### config.mk
export PLATFORM = sky130hd
export DESIGN_NAME = ise_cell
export DESIGN_NICKNAME = d
export VERILOG_FILES = /design/src/design/ise_pkg.sv /design/src/design/ise_cell.sv
export SDC_FILE = /design/constraint.sdc
export NUM_CORES = 1
export LEC_CHECK = 0
export BUFFER_PORTS_ARGS = -buffer_cell sky130_fd_sc_hd__buf_4
export CAP_MARGIN = 20
export CORE_MARGIN = 4
export CORE_UTILIZATION = 49
export CTS_CLUSTER_DIAMETER = 100
export DETAILED_ROUTE_END_ITERATION = 7
export GPL_ROUTABILITY_DRIVEN = 1
export GPL_TIMING_DRIVEN = 1
export PLACE_DENSITY = 0.87
export SLEW_MARGIN = 15
export SYNTH_ARGS = -nofsm -noshare
export SYNTH_HDL_FRONTEND = slang
export SYNTH_SLANG_ARGS = --single-unit
### constraint.sdc
create_clock -name clk -period 8.7 [get_ports clk]
set_clock_uncertainty 0.05 [all_clocks]
set_input_delay 0.435 -clock clk [delete_from_list [all_inputs] [get_ports clk]]
set_output_delay 0.435 -clock clk [all_outputs]
set_load 0.01 [all_outputs]
### src/design/ise_pkg.sv
`timescale 1ns / 1ps
`default_nettype none
// ----------------------------------------------------------------------------
// ise_pkg
// Shared constants and types of the insertion sort engine.
// ----------------------------------------------------------------------------
package ise_pkg;

	localparam int CAPACITY = 64;
	localparam int VAL_W    = 32;

	typedef logic signed [VAL_W-1:0] val_t;

	// command applied to every cell in the same cycle
	typedef struct packed {
		logic ins;
		logic shift;
	} ise_cmd_t;

	// what a cell shows to its neighbors
	typedef struct packed {
		val_t val;
		logic occ;
		logic gt;
	} ise_link_t;

endpackage
`default_nettype wire

### src/design/ise_cell.sv
`timescale 1ns / 1ps
`default_nettype none
// ----------------------------------------------------------------------------
// ise_cell
// One slot of the sorted chain: holds a value and an occupied bit.
// ----------------------------------------------------------------------------
module ise_cell (
	input  wire logic              clk,
	input  wire logic              arst_n,
	input  wire ise_pkg::ise_cmd_t cmd,
	input  wire ise_pkg::val_t     new_val,
	input  wire ise_pkg::ise_link_t left,
	input  wire ise_pkg::ise_link_t right,
	output ise_pkg::ise_link_t     own
);
	import ise_pkg::*;

	val_t val_q;
	logic occ_q;
	logic gt;
	logic take_new;

	// strictly greater keeps equal values in arrival order
	assign gt       = occ_q && (val_q > new_val);
	assign take_new = gt || (!occ_q && left.occ);

	assign own.val = val_q;
	assign own.occ = occ_q;
	assign own.gt  = gt;

	always_ff @(posedge clk or negedge arst_n) begin
		if (!arst_n) begin
			occ_q <= 1'b0;
		end else if (cmd.shift) begin
			occ_q <= right.occ;
		end else if (cmd.ins) begin
			occ_q <= occ_q || left.occ;
		end
	end

	always_ff @(posedge clk) begin
		if (cmd.shift) begin
			val_q <= right.val;
		end else if (cmd.ins) begin
			if (left.gt) begin
				val_q <= left.val;
			end else if (take_new) begin
				val_q <= new_val;
			end
		end
	end

endmodule
`default_nettype wire

==> metrics, run 1 <==
status finished, final reports clean; antenna viol nets, final 0; Setup Fix Bufs, Post-CTS 0; Antenna Cells 0; final period utilization 0.366; Psw 0.145 mW; Clock Latency Late Sink 0.28 ns; crit path cell chain ha_1 > a21oi_1 > o21ai_0 > a221o_1 > o31a_1 > or4b_4 > a31oi_4 > buf_16; slew margin rel. 0.622; post-synthesis sequential area ratio 0.395; Max rail drop VDD 96.4 uV; Synth Area per Inst 9.41 um2; first-pass GRT wire length 11.2 mm; drt wl/cell 15.1 um; final slew viol count 0; Mapped Nets 401; kind of critical path flip-flop to flip-flop; dpl cells 455; Int Pwr 0.351 mW; busiest grt layer met2; DIE HEIGHT 79.4 um; crit end category flip-flop; Reg power frac 0.420; Rows 25; Max Cap Viol 0; Reg2Reg Depth 8; WP data required 8.64 ns; worst slew pin tran 0.567 ns; Warnings, synthesis 0; die area 0.00630 mm2; Crit path largest cell delay 0.54 ns; drt drc 0; GR met2 Demand/Resource 0.444; Bufs on Longest Clock Path 2; # nets final 533; cell area after synthesis 0.00249 mm2; Final WS setup 5.52 ns; area delta synth->final 47.7%; initial antenna violation count 0; post-detail-place hpwl 5.65 mm; power density over the cells 134 mW/mm2; Hold Path Depth 3; unrepaired setup endpoints after global routing no; Bufs and invs on worst path 1; Ports 138; Top Family by Delay on Critical Path compound AO/OA/AOI/OAI gates; most frequent cell after synthesis nand2_1; switching share of power 0.293; commonest cells in the netlist 41 x nand2_1, 36 x o21ai_0, 33 x inv_1; TritonCTS Buffers 5; GRT overflow 0; endpoints failing hold 0; Clk network pwr share 0.245; Post-Layout Cell Count 465; largest area contributor in the netlist edfxtp_1; layout cells sized above 1 0.364; core area 0.00482 mm2; First DRT Iteration DRCs 65; leading post-synthesis cells by cell area edfxtp_1 39%, ha_1 16%, mux2i_1 13%; pre-CTS setup slack 5.01 ns; Total GRT Usage 0.227; vias per inst 5.18; largest net degree at the start of global routing 69; clock root buffer clkbuf_8; met3 Use GR 0.0329; Critical-path top delay cell or4b_4; TritonCTS sink count 33; H-tree levels 2; peak fanout along the critical path 23; via count 2,411; worst hold path type input pin to flip-flop; global placement routability congestion 0.822; GR Layer Usage met1 0.244; Comb power frac 0.335; Final min period 3.18 ns; Worst Path Arrival 3.12 ns; CTS tree yes; Port-buffer cells 136; Cell variety after synth 25; Top FF cell, synth edfxtp_1; Routed WL 7.04 mm; WHS 0.318 ns; WP depth 8; Initial Util 0.518; Post-Route Setup TNS 0 ns; final setup violation count 0; Lkg Pwr 1.88 nW; Yosys reg bits 33; vias in the first global route 2,549; Async S/R FF share, synth 0.0303; achievable frequency 314 MHz; Reg clk slew, reported paths 0.07 ns; Mapped Cells 265; CP startpoint kind flip-flop; Post-synth EDFFs 32; share of the synthesized area in the top cell type 0.385; drt pass-1 iters 4; Die Width 79.4 um
==> sequential cells by signal (all words and copies together) (netlist names) <==
signal,cells
val_q,32
occ_q,1
==> power groups by stage <==
stage / sequential, mW / combinational (mW) / clock (mW)
after floorplan: 0.220 / 0.0702 / 0
after global placement: 0.211 / 0.157 / 0
after detailed placement: 0.212 / 0.163 / 0
after CTS: 0.209 / 0.165 / 0.123
after global routing: 0.211 / 0.185 / 0.129
final: 0.208 / 0.166 / 0.121
==> worst register-to-register path, cell delays in order, from the launching register on <==
cell and delay [ns]:
edfxtp_1 0.39, ha_1 0.32, a21oi_1 0.16, o21ai_0 0.14
a221o_1 0.32, o31a_1 0.31, or4b_4 0.54, a31oi_4 0.42
buf_16 0.23
==> logic make-up (layout without fill, tap and decap cells) <==
group	count (synthesis)	in the layout	share of synthesized area
compound gates	61	61	0.136
fa+ha+maj	32	32	0.160
buf+inv	46	179	0.0722
flops	33	33	0.395
mux	32	32	0.128
simple gates	61	61	0.108
==> metal layers <==
layer / up-vias / wire length, um
met2: 75 / 3870
met5: - / 0
met4: 0 / 152
li1: 1215 / -
met1: 1110 / 2610
met3: 11 / 404
==> path summary, 6_finish.rpt <==
kind	start	to	slack [ns]
worst max register to register	val_q[7]	val_q[1]	5.52
worst min register to register	occ_q	occ_q	0.59
worst min-delay path	right[1]	occ_q	0.32
worst max-delay path	val_q[7]	val_q[1]	5.52
max in group asynchronous	arst_n	occ_q	8.09
min in group asynchronous	arst_n	occ_q	0.43
==> final cells by class <==
cell class,instances,area (um2)
multi-input combinational,186,1340
sequential,33,986
timing repair buffer,138,1060
tap,67,83.8
inverter,33,124
fill,368,1130
clock buffer,8,90.1
==> per-stage QoR <==
| step | cell area (um2) | power, mW | utilization |
|---|---|---|---|
| floorplan | 2490 | 0.290 | - |
| finish | 3690 | 0.496 | 0.765 |
| global route | 3690 | 0.525 | 0.765 |
| CTS | 3660 | 0.496 | 0.759 |
| detailed placement | 3560 | 0.375 | 0.739 |
| global placement | 3560 | 0.368 | 0.739 |
==> cell usage in the layout (no fill, tap or decap) <==
cell / netlist / routed
o31a_1: 1 / 1
a31oi_1: 2 / 1
clkbuf_8: 0 / 6
dlygate4sd3_1: 0 / 1
buf_16: 0 / 1
dfrtp_1: 1 / 1
nand4_1: 8 / 8
nor2_1: 5 / 5
a221o_1: 1 / 1
edfxtp_1: 32 / 32
ha_1: 32 / 32
o21ai_0: 36 / 36
a2111oi_0: 1 / 1
nor2b_1: 1 / 1
clkbuf_1: 11 / 2
a31oi_4: 0 / 1
nand3_1: 3 / 3
nor3_1: 1 / 1
mux2i_1: 32 / 32
a21o_1: 1 / 1
a211oi_1: 2 / 2
nand2_1: 41 / 41
o211ai_1: 3 / 3
a21oi_1: 13 / 13
or4b_4: 1 / 1
nor4_1: 1 / 1
buf_4: 2 / 136
inv_1: 33 / 33
a221oi_1: 1 / 1
==> repair_timing <==
item	in CTS	in global routing
setup endpoints to repair	0	0
hold buffers	1	0
endpoints found under the hold margin	1	0
gates resized for setup	0	0
Power figures use the tool's default switching activity.
==> run 2: changes to the inputs <==
- CORE_UTILIZATION: 49 -> 45
- PLACE_DENSITY: 0.87 -> 0.81
- clock period: 8.7 -> 3.3 ns (I/O delays scaled with it)
==> run 2 against run 1 <==
Against the previous run:
- critical path depth unchanged
- global-route usage fell by 2.6 points
- core utilization fell by 5.7 points
- highest routed layer unchanged
==> metrics, run 2 (same netlist as run 1, synthesis figures left out) <==
status finished, final reports clean; final setup violation count 0; pre-CTS setup slack 0.356 ns; area delta synth->final 48.7%; Lkg Pwr 1.89 nW; Post-CTS Hold Buffers 1; drt wl/cell 14.7 um; endpoints failing hold 0; kind of critical path flip-flop to flip-flop; Max rail drop VDD 234 uV; Reg2Reg Depth 8; Total GRT Usage 0.201; Psw 0.378 mW; Largest regs val_q: 32 flops, occ_q: 1 flops; GR met2 Demand/Resource 0.362; worst hold path type input pin to flip-flop; initial antenna violation count 0; WP data required 3.23 ns; DIE HEIGHT 82.5 um; met3 Use GR 0.0564; First DRT Iteration DRCs 61; Port-buffer cells 136; core area 0.00524 mm2; fillers 435; slew margin rel. 0.624; CTS tree yes; Die Width 82.5 um; fin util 0.709; Max Cap Viol 0; Ports 138; GRT overflow 0; unrepaired setup endpoints after global routing no; largest net degree at the start of global routing 69; drt pass-1 iters 4; Setup Fix Bufs, Post-CTS 0; most frequent cells in the layout 139 x buf_4, 41 x nand2_1, 36 x o21ai_0; Hold Path Depth 3; Routed WL 6.90 mm; Reg power frac 0.399; Largest register FFs 32; GR Layer Usage met1 0.231; Int Pwr 0.997 mW; busiest grt layer met2; Initial Util 0.476; crit end category flip-flop; Post-Layout Cell Count 470; Final min period 2.95 ns; # nets final 535; Clk network pwr share 0.287; Largest Register val_q; Comb power frac 0.314; via count 2,356; first-pass GRT wire length 10.2 mm; die area 0.00680 mm2; Bufs on Longest Clock Path 2; H-tree levels 2; Rows 26; post_cts resized 0; clock root buffer clkbuf_8; power density over the cells 371 mW/mm2; final period utilization 0.893; achievable frequency 339 MHz; CP startpoint kind flip-flop; TritonCTS Buffers 5; worst slew pin tran 0.564 ns; global placement routability congestion 0.768; final slew viol count 0; antenna viol nets, final 0; peak fanout along the critical path 15; post-detail-place hpwl 5.73 mm; TritonCTS sink count 33; layout cells sized above 1 0.370; dpl cells 461; Post-Route Setup TNS 0 ns; switching share of power 0.275; Final WS setup 0.354 ns; Worst Path Arrival 2.87 ns; vias in the first global route 2,211; vias per inst 5.01; Reg clk slew, reported paths 0.07 ns; most common cell after layout, fill and taps aside buf_4; Clock Latency Late Sink 0.29 ns; Antenna Cells 0; drt drc 0
==> run 2: metal layers <==
metal	wire, um	up-vias
met5	0	-
met4	98	0
met3	495	9
met2	3730	71
met1	2580	1061
li1	-	1215
==> run 2: cell type report <==
class                      count  area (um2)  area share
sequential                    33         986       0.266
multi-input combinational    186        1340       0.362
clock inverter                 1        30.0     0.00809
inverter                      33         124      0.0334
clock buffer                   7        86.3      0.0233
tap                           70        87.6      0.0236
timing repair buffer         140        1050       0.284
==> run 2: power groups by stage <==
stage          Combinational, mW  Clock (mW)  Sequential (mW)
6_report                   0.432       0.394            0.549
5_1_grt                    0.479       0.420            0.556
4_1_cts                    0.437       0.403            0.549
3_5_place_dp               0.434           0            0.558
3_3_place_gp               0.423           0            0.554
2_1_floorplan              0.189           0            0.577
==> run 2: worst paths after layout <==
kind / from / endpoint / slack [ns]
setup / recovery: val_q[7] / val_q[12] / 0.35
hold / removal: right[1] / occ_q / 0.03
setup reg to reg: val_q[7] / val_q[12] / 0.35
hold reg to reg: occ_q / occ_q / 0.53
max in group asynchronous: arst_n / occ_q / 2.97
min in group asynchronous: arst_n / occ_q / 0.15
==> run 2: metrics by stage <==
stage / area [um2] / hold slack [ns] / total power, mW
global placement: 3580 / -0.108 / 0.977
detailed placement: 3580 / -0.108 / 0.992
CTS: 3710 / 0.0261 / 1.39
global route: 3710 / 0.0319 / 1.45
finish: 3710 / 0.0348 / 1.38
floorplan: 2510 / -0.181 / 0.766
==> run 2: critical path, cell delays in order (launching register included) <==
cell and delay [ns]:
edfxtp_1 0.39, ha_1 0.32, a21oi_1 0.15, o21ai_0 0.11, a221o_1 0.30, o31a_1 0.31
or4b_4 0.54, a31oi_4 0.20, buf_4 0.27
